### config.mk
export PLATFORM = sky130hd
export DESIGN_NAME = bitmap_set_clear_count_find_first_unit_flat
export DESIGN_NICKNAME = d
export VERILOG_FILES = /design/src/design/bmscf_pkg.sv /design/src/design/bmscf_req_if.sv /design/src/design/bmscf_res_if.sv /design/src/design/bmscf_ffs.sv /design/src/design/bmscf_store.sv /design/src/design/bitmap_set_clear_count_find_first_unit.sv /design/src/flat_wrapper.sv
export VERILOG_INCLUDE_DIRS = /design/src /design/src/design
export SDC_FILE = /design/constraint.sdc
export NUM_CORES = 2
export LEC_CHECK = 0
export BUFFER_PORTS_ARGS = -buffer_cell sky130_fd_sc_hd__buf_2
export CORE_AREA = 2 2 356 358
export DETAILED_ROUTE_END_ITERATION = 6
export DIE_AREA = 0 0 358 360
export GPL_ROUTABILITY_DRIVEN = 0
export GPL_TIMING_DRIVEN = 0
export SLEW_MARGIN = 20
export SYNTH_ARGS = -nofsm -noshare
export SYNTH_HDL_FRONTEND = slang
export SYNTH_SLANG_ARGS = --single-unit
### constraint.sdc
create_clock -name i_clk -period 7 [get_ports i_clk]
set_input_delay 2.1 -clock i_clk [delete_from_list [all_inputs] [get_ports i_clk]]
set_output_delay 2.1 -clock i_clk [all_outputs]
set_load 0.01 [all_outputs]
### src/design/bitmap_set_clear_count_find_first_unit_macros.svh
// Assertion shorthands for the bitmap unit; clock and reset names are the house ones.
`ifndef BITMAP_SET_CLEAR_COUNT_FIND_FIRST_UNIT_MACROS_SVH
`define BITMAP_SET_CLEAR_COUNT_FIND_FIRST_UNIT_MACROS_SVH

// Same-cycle implication.
`define BMSCF_ASSERT_NOW(lbl, ante, cons, msg) \
    lbl: assert property (@(posedge i_clk) disable iff (!i_rst_n) (ante) |-> (cons)) \
        else $error(msg);

// Next-cycle implication.
`define BMSCF_ASSERT_NEXT(lbl, ante, cons, msg) \
    lbl: assert property (@(posedge i_clk) disable iff (!i_rst_n) (ante) |=> (cons)) \
        else $error(msg);

`endif

### src/design/bmscf_pkg.sv
package bmscf_pkg;

    localparam int WORD_BITS = 64;
    localparam int IDX_SHIFT = 6;
    localparam int IDX_W     = 10;
    localparam int CNT_W     = 11;
    localparam int MAX_WORDS = 16;
    localparam int WA_W      = 4;
    localparam int FFS_W     = 16;
    localparam int POS_W     = 4;

    localparam logic [1:0] OP_SET   = 2'd0;
    localparam logic [1:0] OP_CLEAR = 2'd1;
    localparam logic [1:0] OP_TEST  = 2'd2;

    typedef struct packed {
        logic            rd_en;
        logic [WA_W-1:0] rd_addr;
        logic            wr_en;
        logic [WA_W-1:0] wr_addr;
    } t_mem_req;

    typedef struct packed {
        logic             found;
        logic [POS_W-1:0] pos;
    } t_ffs;

endpackage

### src/design/bmscf_req_if.sv
interface bmscf_req_if;
    logic                          valid;
    logic                          ready;
    logic [1:0]                    opcode;
    logic [bmscf_pkg::IDX_W-1:0]   bit_index;

    modport source (output valid, output opcode, output bit_index, input ready);
    modport sink (input valid, input opcode, input bit_index, output ready);
endinterface

### src/design/bmscf_res_if.sv
interface bmscf_res_if;
    logic                          valid;
    logic                          ready;
    logic                          bit_value;
    logic [bmscf_pkg::CNT_W-1:0]   set_count;
    logic                          any_set;
    logic [bmscf_pkg::IDX_W-1:0]   first_set_index;

    modport source (output valid, output bit_value, output set_count, output any_set,
                    output first_set_index, input ready);
    modport sink (input valid, input bit_value, input set_count, input any_set,
                  input first_set_index, output ready);
endinterface

### src/design/bmscf_ffs.sv
module bmscf_ffs (
    input  logic [bmscf_pkg::FFS_W-1:0] i_bits,
    output bmscf_pkg::t_ffs             o_res
);

    // Lowest set bit wins: scan from the top down.
    always_comb begin
        o_res.found = |i_bits;
        o_res.pos   = '0;
        for (int i = bmscf_pkg::FFS_W - 1; i >= 0; i--) begin
            if (i_bits[i]) begin
                o_res.pos = bmscf_pkg::POS_W'(i);
            end
        end
    end

endmodule

### src/design/bmscf_store.sv
module bmscf_store #(
    parameter int DEPTH = 16,
    parameter int AW    = 4
) (
    input  logic                                i_clk,
    input  logic                                i_rst_n,
    input  bmscf_pkg::t_mem_req                 i_mem_req,
    input  logic [bmscf_pkg::WORD_BITS-1:0]     i_wr_data,
    output logic [bmscf_pkg::WORD_BITS-1:0]     o_rd_data
);

    logic [bmscf_pkg::WORD_BITS-1:0] r_mem [DEPTH];
    logic [bmscf_pkg::WORD_BITS-1:0] r_rd_data;
    logic [DEPTH-1:0]                r_vld;
    logic                            r_rd_vld;

    always_ff @(posedge i_clk) begin
        if (i_mem_req.wr_en) begin
            r_mem[i_mem_req.wr_addr[AW-1:0]] <= i_wr_data;
        end
        if (i_mem_req.rd_en) begin
            r_rd_data <= r_mem[i_mem_req.rd_addr[AW-1:0]];
        end
    end

    // Entries never written read as zero.
    always_ff @(posedge i_clk) begin
        if (!i_rst_n) begin
            r_vld    <= '0;
            r_rd_vld <= 1'b0;
        end else begin
            if (i_mem_req.wr_en) begin
                r_vld[i_mem_req.wr_addr[AW-1:0]] <= 1'b1;
            end
            if (i_mem_req.rd_en) begin
                r_rd_vld <= r_vld[i_mem_req.rd_addr[AW-1:0]];
            end
        end
    end

    assign o_rd_data = r_rd_vld ? r_rd_data : '0;

endmodule

### src/design/bitmap_set_clear_count_find_first_unit.sv
// Channel   Dir  Fields                                            Taken when
// i_req     in   opcode[1:0], bit_index[9:0]                       valid && ready
// o_res     out  bit_value, set_count[10:0], any_set,              valid && ready
//                first_set_index[9:0]
// A request runs through word read, modify/write, summary encode plus word read,
// byte encode and bit encode; the one read port of the word memory and the one
// shared first-set encoder make them run one after another. A new request is
// taken only in idle, while the previous result may still wait; the last step
// holds until the result register is free. Reset is synchronous and clears the
// word valid bits, the count and the nonzero-word summary at once; no clearing pass.
module bitmap_set_clear_count_find_first_unit #(
    parameter int BITS = 1024
) (
    input  logic         i_clk,
    input  logic         i_rst_n,
    bmscf_req_if.sink    i_req,
    bmscf_res_if.source  o_res
);

`include "bitmap_set_clear_count_find_first_unit_macros.svh"

    localparam int NUM_WORDS = (BITS + bmscf_pkg::WORD_BITS - 1) / bmscf_pkg::WORD_BITS;
    localparam int DEPTH     = (NUM_WORDS < bmscf_pkg::MAX_WORDS) ? NUM_WORDS
                                                                : bmscf_pkg::MAX_WORDS;
    localparam int AW        = (DEPTH > 1) ? $clog2(DEPTH) : 1;
    localparam logic [bmscf_pkg::CNT_W-1:0] CNT_MAX =
        bmscf_pkg::CNT_W'(DEPTH * bmscf_pkg::WORD_BITS);

    typedef enum logic [2:0] {
        S_IDLE,
        S_MOD,
        S_FIND,
        S_BYTE,
        S_BIT
    } t_state;

    t_state                              r_state;
    logic [1:0]                          r_op;
    logic [bmscf_pkg::IDX_W-1:0]         r_idx;
    logic                                r_in_range;
    logic [bmscf_pkg::CNT_W-1:0]         r_count;
    logic [DEPTH-1:0]                    r_nz;
    logic                                r_value;
    logic                                r_any;
    logic [bmscf_pkg::WA_W-1:0]          r_fw;
    logic [2:0]                          r_fbyte;
    logic [7:0]                          r_byte;
    logic                                r_out_vld;
    logic                                r_o_value;
    logic [bmscf_pkg::CNT_W-1:0]         r_o_count;
    logic                                r_o_any;
    logic [bmscf_pkg::IDX_W-1:0]         r_o_first;

    bmscf_pkg::t_mem_req                 mem_req;
    logic [bmscf_pkg::WORD_BITS-1:0]     rd_word;
    logic [bmscf_pkg::WORD_BITS-1:0]     mod_word;
    logic [bmscf_pkg::WORD_BITS-1:0]     bit_mask;
    logic [bmscf_pkg::WA_W-1:0]          req_word;
    logic [bmscf_pkg::WA_W-1:0]          cur_word;
    logic [5:0]                          cur_bit;
    logic                                was_set;
    logic [7:0]                          byte_nz;
    logic [bmscf_pkg::FFS_W-1:0]         ffs_in;
    bmscf_pkg::t_ffs                     ffs_res;
    logic                                accept;
    logic                                out_free;

    assign accept   = i_req.valid && i_req.ready;
    assign out_free = !r_out_vld || o_res.ready;
    assign req_word = i_req.bit_index[bmscf_pkg::IDX_W-1:bmscf_pkg::IDX_SHIFT];
    assign cur_word = r_idx[bmscf_pkg::IDX_W-1:bmscf_pkg::IDX_SHIFT];
    assign cur_bit  = r_idx[bmscf_pkg::IDX_SHIFT-1:0];
    assign bit_mask = bmscf_pkg::WORD_BITS'(1) << cur_bit;
    assign was_set  = rd_word[cur_bit];

    always_comb begin
        case (r_op)
            bmscf_pkg::OP_SET:   mod_word = rd_word | bit_mask;
            bmscf_pkg::OP_CLEAR: mod_word = rd_word & ~bit_mask;
            default:             mod_word = rd_word;
        endcase
    end

    always_comb begin
        for (int k = 0; k < 8; k++) begin
            byte_nz[k] = |rd_word[8*k +: 8];
        end
    end

    // Share one encoder: word summary, then byte flags, then bits of one byte.
    always_comb begin
        case (r_state)
            S_FIND:  ffs_in = bmscf_pkg::FFS_W'(r_nz);
            S_BYTE:  ffs_in = bmscf_pkg::FFS_W'(byte_nz);
            S_BIT:   ffs_in = bmscf_pkg::FFS_W'(r_byte);
            default: ffs_in = '0;
        endcase
    end

    always_comb begin
        mem_req.rd_en   = 1'b0;
        mem_req.rd_addr = req_word;
        mem_req.wr_en   = (r_state == S_MOD) && r_in_range;
        mem_req.wr_addr = cur_word;
        if (r_state == S_IDLE) begin
            mem_req.rd_en = accept;
        end else if (r_state == S_FIND) begin
            mem_req.rd_en   = 1'b1;
            mem_req.rd_addr = ffs_res.pos;
        end
    end

    bmscf_ffs u_ffs (
        .i_bits (ffs_in),
        .o_res  (ffs_res)
    );

    bmscf_store #(
        .DEPTH (DEPTH),
        .AW    (AW)
    ) u_store (
        .i_clk     (i_clk),
        .i_rst_n   (i_rst_n),
        .i_mem_req (mem_req),
        .i_wr_data (mod_word),
        .o_rd_data (rd_word)
    );

    always_ff @(posedge i_clk) begin
        if (!i_rst_n) begin
            r_state   <= S_IDLE;
            r_count   <= '0;
            r_nz      <= '0;
            r_out_vld <= 1'b0;
        end else begin
            // Load a new result first; otherwise drop the one just taken.
            if (r_state == S_BIT && out_free) begin
                r_out_vld <= 1'b1;
            end else if (o_res.ready) begin
                r_out_vld <= 1'b0;
            end
            case (r_state)
                S_IDLE: begin
                    if (accept) begin
                        r_op       <= i_req.opcode;
                        r_idx      <= i_req.bit_index;
                        r_in_range <= (32'(i_req.bit_index) < BITS);
                        r_state    <= S_MOD;
                    end
                end
                S_MOD: begin
                    r_value <= r_in_range && mod_word[cur_bit];
                    if (r_in_range) begin
                        r_nz[cur_word[AW-1:0]] <= |mod_word;
                        if (r_op == bmscf_pkg::OP_SET && !was_set) begin
                            r_count <= r_count + 1'b1;
                        end else if (r_op == bmscf_pkg::OP_CLEAR && was_set) begin
                            r_count <= r_count - 1'b1;
                        end
                    end
                    r_state <= S_FIND;
                end
                S_FIND: begin
                    r_any   <= ffs_res.found;
                    r_fw    <= ffs_res.pos;
                    r_state <= S_BYTE;
                end
                S_BYTE: begin
                    r_fbyte <= ffs_res.pos[2:0];
                    r_byte  <= rd_word[8*ffs_res.pos[2:0] +: 8];
                    r_state <= S_BIT;
                end
                S_BIT: begin
                    // Hold until the result register can take the new result.
                    if (out_free) begin
                        r_o_value <= r_value;
                        r_o_count <= r_count;
                        r_o_any   <= r_any;
                        r_o_first <= r_any ? {r_fw, r_fbyte, ffs_res.pos[2:0]} : '0;
                        r_state   <= S_IDLE;
                    end
                end
                default: begin
                    r_state <= S_IDLE;
                end
            endcase
        end
    end

    assign i_req.ready           = (r_state == S_IDLE);
    assign o_res.valid           = r_out_vld;
    assign o_res.bit_value       = r_o_value;
    assign o_res.set_count       = r_o_count;
    assign o_res.any_set         = r_o_any;
    assign o_res.first_set_index = r_o_first;

    `BMSCF_ASSERT_NOW(a_count_max, 1'b1, r_count <= CNT_MAX, "set count above store size")
    `BMSCF_ASSERT_NOW(a_sum_count, r_state == S_FIND,
                      ffs_res.found == (r_count != '0), "summary and count disagree")
    `BMSCF_ASSERT_NOW(a_word_nz, r_state == S_BYTE && r_any, rd_word != '0,
                      "first nonzero word reads zero")
    `BMSCF_ASSERT_NEXT(a_set_sticks,
                       r_state == S_MOD && r_in_range && r_op == bmscf_pkg::OP_SET,
                       r_value && r_count != '0, "set bit not reported")

endmodule
### src/flat_wrapper.sv
// flat-port wrapper written by rule: the top's interface ports become plain ports
module bitmap_set_clear_count_find_first_unit_flat 
#(
    parameter int BITS = 1024
)
  (i_clk, i_rst_n, i_req_valid, i_req_opcode, i_req_bit_index, i_req_ready, o_res_valid, o_res_bit_value, o_res_set_count, o_res_any_set, o_res_first_set_index, o_res_ready);
  bmscf_req_if i_req_i ();
  bmscf_res_if o_res_i ();
  input  logic i_clk;
  input  logic i_rst_n;
  input wire logic [$bits(i_req_i.valid)-1:0] i_req_valid;
  input wire logic [$bits(i_req_i.opcode)-1:0] i_req_opcode;
  input wire logic [$bits(i_req_i.bit_index)-1:0] i_req_bit_index;
  output wire logic [$bits(i_req_i.ready)-1:0] i_req_ready;
  output wire logic [$bits(o_res_i.valid)-1:0] o_res_valid;
  output wire logic [$bits(o_res_i.bit_value)-1:0] o_res_bit_value;
  output wire logic [$bits(o_res_i.set_count)-1:0] o_res_set_count;
  output wire logic [$bits(o_res_i.any_set)-1:0] o_res_any_set;
  output wire logic [$bits(o_res_i.first_set_index)-1:0] o_res_first_set_index;
  input wire logic [$bits(o_res_i.ready)-1:0] o_res_ready;
  assign i_req_i.valid = i_req_valid;
  assign i_req_i.opcode = i_req_opcode;
  assign i_req_i.bit_index = i_req_bit_index;
  assign i_req_ready = i_req_i.ready;
  assign o_res_valid = o_res_i.valid;
  assign o_res_bit_value = o_res_i.bit_value;
  assign o_res_set_count = o_res_i.set_count;
  assign o_res_any_set = o_res_i.any_set;
  assign o_res_first_set_index = o_res_i.first_set_index;
  assign o_res_i.ready = o_res_ready;
  bitmap_set_clear_count_find_first_unit #(.BITS(BITS)) u_core (.i_clk(i_clk), .i_rst_n(i_rst_n), .i_req(i_req_i), .o_res(o_res_i));
endmodule
## Word-level counts from Yosys, hierarchy flattened

Memory sizes are Yosys's and may differ from the RTL's. A register that Yosys moved wholly into a read port is not among the register bits.
Cells that the tools add are included.

- Flip-flop bits (word level): 100
- Bits in writable memories: 1024
- Input bits: 16
- Output and inout port bits: 25
- Word-level logic and storage cells: 106
- Memories kept: 1

Memory list:

| memory | depth | width | rd ports | clocked after memory_dff | wr ports | RTL line | RTL |
|---|---|---|---|---|---|---|---|
| u_core.u_store.r_mem | 16 | 64 | 1 | 1 | 1 | bmscf_store.sv:12 | `logic [bmscf_pkg::WORD_BITS-1:0] r_mem [DEPTH];` |

- $add $sub $neg: 2
- Order comparisons: 4
- Eq/ne operators: 7
- Shifts and indexed selects: 2
- Mux-type cells: 40
- Bitwise gates (word level): 4
- Reductions and logical operators: 29

Operator list:

| operator | count |
|---|---|
| $pmux W64 S2 | 1 |
| $mux W4 | 17 |
| $and A64 B64 Y64 | 1 |
| $mux W64 | 1 |
| $not A64 Y64 | 1 |
| $or A64 B64 Y64 | 1 |
| $reduce_or A64 Y1 | 1 |
| $reduce_or A8 Y1 | 8 |
| $shiftx A64 B7 Y8 | 1 |
| $shl A1 B6 Y64 const A | 1 |
| $pmux W16 S3 | 1 |
| $mux W11 | 2 |
| $bwmux W16 | 1 |
| $or A16 B16 Y16 | 1 |
| $reduce_or A16 Y1 | 1 |
| $pmux W3 S5 | 1 |
| $bmux W1 S6 | 2 |
| $add A11 B1 Y11 const B | 1 |
| $sub A11 B1 Y11 const B | 1 |
| $lt A4 B5 Y1 const B | 2 |
| $reduce_and A2 Y1 | 5 |
| $mux W1 | 9 |
| $lt A6 B7 Y1 const B | 1 |
| $eq A3 B2 Y1 const B | 2 |
| 17 further kinds | 25 |

## Depth between registers and ports, before layout

- Depth in word-level cells: 23
- Mapped depth: 21
- Mapped depth without buffers: 18

## Hierarchy

A second synthesis with hierarchy kept.

- Cell total of the unflattened synthesis: 2485
- Area, all modules: 49019.5 sq um

Modules (own cells, without submodules):

| module | instances | cells an instance | area each (sq um) | sequential area each (sq um) |
|---|---|---|---|---|
| bmscf_store | 1 | 1629 | 41458.5 | 33011.7 |
| bitmap_set_clear_count_find_first_unit | 1 | 822 | 7384.6 | 2182.1 |
| bmscf_ffs | 1 | 34 | 176.4 | 0.0 |

## Least setup slack after synthesis

No wires, ideal clock.

- Path type: input to register
- Start: in i_req_valid
- End: reg u_core.u_store.r_rd_vld
- Library setup time: 131 ps
- Arrival time: 6981 ps
- Required time: 6869 ps
- Slack: -112 ps
- Stages on the path: 4
- Buffers on the path: 0
- Path through: nor2_1 nor3_1 or3_1 o211ai_1

RTL lines:

| item | RTL line | RTL |
|---|---|---|
| start: declaration | flat_wrapper.sv:11 | `input wire logic [$bits(i_req_i.valid)-1:0] i_req_valid;` |
| end signal: assignment | bmscf_store.sv:36 | `r_rd_vld <= r_vld[i_mem_req.rd_addr[AW-1:0]];` |
| end: declaration | bmscf_store.sv:15 | `logic r_rd_vld;` |

## Final worst setup path

- Start: reg u_core.r_idx[1] (netlist bit)
- End: reg u_core.r_count[10] (netlist bit)

- Word-level cells in the longest chain between the ends: 6
- Elaborated cells between the ends (all ways): 8
- Those cells by class: mux: 3; reduce/logical: 5

RTL lines:

| item | RTL line | RTL |
|---|---|---|
| start: declaration | bitmap_set_clear_count_find_first_unit.sv:39 | `logic [bmscf_pkg::IDX_W-1:0] r_idx;` |
| start signal: assignment | bitmap_set_clear_count_find_first_unit.sv:146 | `r_idx <= i_req.bit_index;` |
| $bmux W1 S6 (*) | bitmap_set_clear_count_find_first_unit.sv:74 | `assign was_set = rd_word[cur_bit];` |
| $mux W1 (implied by the code) (*) | bitmap_set_clear_count_find_first_unit.sv:74 |  |
| $logic_not A1 Y1 | bitmap_set_clear_count_find_first_unit.sv:155 | `if (r_op == bmscf_pkg::OP_SET && !was_set) begin` |
| $logic_and A1 B1 Y1 | bitmap_set_clear_count_find_first_unit.sv:155 |  |
| $reduce_bool A2 Y1 (no source line) | - |  |
| $reduce_and A2 Y1 (no source line) | - |  |
| end signal: assignment | bitmap_set_clear_count_find_first_unit.sv:156 | `r_count <= r_count + 1'b1;` |
| end signal: assignment | bitmap_set_clear_count_find_first_unit.sv:158 | `r_count <= r_count - 1'b1;` |
| end: declaration | bitmap_set_clear_count_find_first_unit.sv:41 | `logic [bmscf_pkg::CNT_W-1:0] r_count;` |

Every way passes the cells marked *; elsewhere a longest branch is shown, timed or not. The select of a mux whose other input is x is not followed.
A chain may end at the register's enable or synchronous reset.

==> qor.csv <==
metric,value,unit
status,finished clean,
H-tree depth,3,
TNS Setup,0,ns
Critical Path Fanout Max,10,
Clock Sinks,1188,
final hold slack,0.425,ns
Achievable Freq,0.161,GHz
relative slew slack,0.169,
CTS Buffer Depth,3,
Critical Path Start,u_core.r_idx[1],
Main synth FF type,edfxtp_1,
CTS root buf,clkbuf_16,
drt initial violations,3466,
Setup Buffers After CTS,0,
Worst Tran Pin Value,1.24,ns
Critical R2R Launch,u_core.r_idx[1],
Detailed Routing Iterations Pass 1,6,
port bufs,40,
CTS resizes,0,
Post-Place Cells,5229,
io pins,41,
flop2flop setup slack,0.78,ns
WL/cell,24.5,um
hold path depth,0,
RSZ-0062 raised after global routing,no,
Max Cap Viol,0,
adder and majority cell fraction of the synthesized area,0.00267,
Post-synth EDFFs,1140,
DRT antenna net count,0,
CP Data Arrival Time,6.80,ns
post-DP HPWL,95.7,mm
final setup fails,0,
Slew Limit Fails,0,
clock slew seen by the registers of the worst setup and hold paths,0.06,ns
post-synthesis mux area share,0.0757,
post-synthesis compound-gate area fraction,0.0871,
P per Cell Area,274,mW/mm^2
post-layout min period,6.22,ns
fraction of registers with async set/reset,0,
Finished Core Util,0.460,
core area,0.125,mm^2
Clock Skews,0.0224,ns
CTS tree,built,
first-pass GRT wire length,199,mm
largest net degree at the start of global routing,26,
Synth Area in Simple Gates,0.102,
Worst setup SP type,flop,
hold endpoint,u_core.o_res.bit_value,
DR DRC count,0,
Setup crit end kind,flop,
vias in the first global route,30400,
Vias/cell,5.67,
DR vias,30900,
Clock Latency Late Sink,0.72,ns
GRT Util Overall,0.205,
worst hold start,u_core.r_value,
HP Class,reg2reg,
post-synthesis register bit count,1188,
post-synth net total,3470,
cts bufs inserted,119,
post-route clock period utilization,0.888,
DRT Wirelength,134,mm
Mapped Avg Cell Area,14.4,um^2
Leakage,19.2,nW
die area,0.129,mm^2
reg2reg path depth,21,
Initial Util,0.398,
Synth cell types,65,
Worst EP required,7.59,ns
fin nets,3726,
die height,360,um
largest family of logic cells by synthesized area,simple AND/OR/NAND/NOR gates,
initial antenna violation count,3,
Synth Area in XOR/XNOR,0.00194,
Worst R2R End,u_core.r_count[10],
Hold Buf Count CTS,0,
Yosys warnings,0,
Layout area overhead,15.6,%
Final Hold Fails,0,
Netlist Area Pre-Place,0.0497,mm^2
critical path class,reg2reg,
register area share after synthesis,0.708,
Die Wd,358,um
peak supply drop,0.000207,V
fraction of layout cells with a size suffix above 1,0.154,
Finished Layout Cells,5453,
row count,130,
gr ovfl total,0,
Syn Inst Count,3444,
-- through the flow --
stage	cell area (um^2)	power (mW)	setup WS, ns
floorplan	49700	9.10	0.0720
global placement	52000	9.71	-5.35
detailed placement	53800	9.77	1.03
CTS	57500	15.8	1.01
global route	57500	16.2	0.548
finish	57500	15.7	0.783
-- area by class of cell --
cell class                      instances  area [um^2]
Clock inverter                         75          589
Multi-Input combinational cell       2001        13800
Sequential cell                      1188        35200
Inverter                               15         56.3
Antenna cell                            3         7.51
Buffer                                240         1100
Fill cell                           10900        67400
Clock buffer                          146         3110
Tap cell                             1650         2060
Timing Repair Buffer                  135         1550
-- flip-flops by register name, summed over array words and instances, names as in the netlist, 2 cells and up --
register	count
u_core.o_res.first_set_index	10
u_core.u_store.r_rd_data	64
u_core.u_store.r_vld	16
u_core.r_idx	10
u_core.r_fw	4
u_core.r_fbyte	3
u_core.r_count	11
u_core.u_store.r_mem	1024
u_core.r_state	3
u_core.r_byte	8
u_core.r_op	2
u_core.r_nz	16
u_core.o_res.set_count	11
-- worst max-delay path: stages (launching register included) --
cell and delay [ns]:
edfxtp_1 0.60, clkbuf_1 0.37, buf_2 0.32, buf_2 0.30
mux4_2 0.35, mux2i_1 0.18, nor2_1 0.06, a31oi_1 0.13
o21ai_0 0.09, o21ai_0 0.87, nand2_1 0.56, fa_1 0.58
a21o_1 0.18, a21oi_1 0.23, o21bai_1 0.10, a21oi_1 0.23
o21ai_0 0.18, a31oi_1 0.25, nand3_1 0.10, mux2i_1 0.20
xnor2_1 0.14, nor2_1 0.06
-- logic make-up after synthesis --
family	after synthesis
AND/OR/NAND/NOR	1063
adder cells (fa/ha/maj)	10
XOR/XNOR	11
multiplexers	331
buffers and inverters	255
flip-flops	1188
AO/OA/AOI/OAI	586
-- power by group --
| group | total [mW] | switching [mW] | internal, mW |
|---|---|---|---|
| clock | 6.08 | 2.68 | 3.40 |
| sequential | 8.08 | 0.144 | 7.94 |
| combinational | 1.56 | 1.03 | 0.527 |
| total | 15.7 | 3.85 | 11.9 |
-- cell usage in the layout (no fill, tap or decap), types with 8 or more instances in the layout --
master	instances
a211oi_1	193
a21oi_1	42
a221o_1	64
a31oi_1	133
and2_0	152
and2_1	53
and3_1	67
buf_12	24
buf_16	12
buf_2	99
buf_4	49
buf_6	22
clkbuf_1	171
clkbuf_16	119
clkbuf_2	9
clkinv_1	25
clkinv_2	32
dfxtp_1	48
edfxtp_1	1140
ha_1	9
inv_1	14
mux2_2	67
mux2i_1	197
mux2i_2	37
mux4_2	29
nand2_1	502
nand3_1	35
nand3b_1	20
nor2_1	108
nor2_4	12
nor3_1	30
nor4_1	38
o211ai_1	8
o21ai_0	14
o21ai_2	11
o31ai_1	12
o32ai_1	64
-- worst max path at each step --
stage | to
floorplan | u_core.r_nz[0]
global placement | u_core.r_nz[0]
detailed placement | u_core.r_count[10]
CTS | u_core.r_count[10]
global route | u_core.r_count[10]
finish | u_core.r_count[10]
-- synth_stat cells (3+ instances only) --
master | number | share of area
a211oi_1 | 193 | 0.029
a21o_1 | 5 | 0.00076
a21oi_1 | 42 | 0.0042
a221o_1 | 64 | 0.013
a31o_2 | 6 | 0.0011
a31oi_1 | 133 | 0.017
and2_0 | 152 | 0.019
and2_1 | 53 | 0.0067
and3_1 | 67 | 0.0084
buf_1 | 6 | 0.00045
buf_2 | 56 | 0.0056
buf_4 | 13 | 0.0020
buf_6 | 9 | 0.0020
clkbuf_1 | 154 | 0.012
dfxtp_1 | 48 | 0.019
edfxtp_1 | 1140 | 0.69
ha_1 | 9 | 0.0023
inv_1 | 14 | 0.0011
mux2_2 | 67 | 0.015
mux2i_1 | 234 | 0.047
mux4_2 | 29 | 0.013
nand2_1 | 504 | 0.038
nand2b_1 | 5 | 0.00063
nand3_1 | 35 | 0.0035
nand3b_1 | 20 | 0.0030
nor2_1 | 123 | 0.0093
nor2b_1 | 4 | 0.00050
nor3_1 | 37 | 0.0037
nor3b_1 | 6 | 0.00091
nor4_1 | 38 | 0.0048
o211ai_1 | 8 | 0.0012
o21ai_0 | 26 | 0.0026
o21bai_1 | 3 | 0.00045
o22ai_1 | 3 | 0.00038
o311ai_0 | 4 | 0.00070
o31ai_1 | 18 | 0.0027
o32ai_1 | 64 | 0.011
or2_2 | 3 | 0.00038
or3_1 | 5 | 0.00063
or4_1 | 4 | 0.00060
xnor2_1 | 6 | 0.0011
xor2_1 | 5 | 0.00088
-- metal layers --
layer / global-route usage / share of wire / wire length [um]
met5: 0.00264 / 0 / 0
met1: 0.294 / 0.44 / 58900
met2: 0.320 / 0.46 / 61200
met4: 0.0635 / 0.030 / 3990
met3: 0.0307 / 0.073 / 9770
No activity file was read; power rests on OpenSTA's default activity.
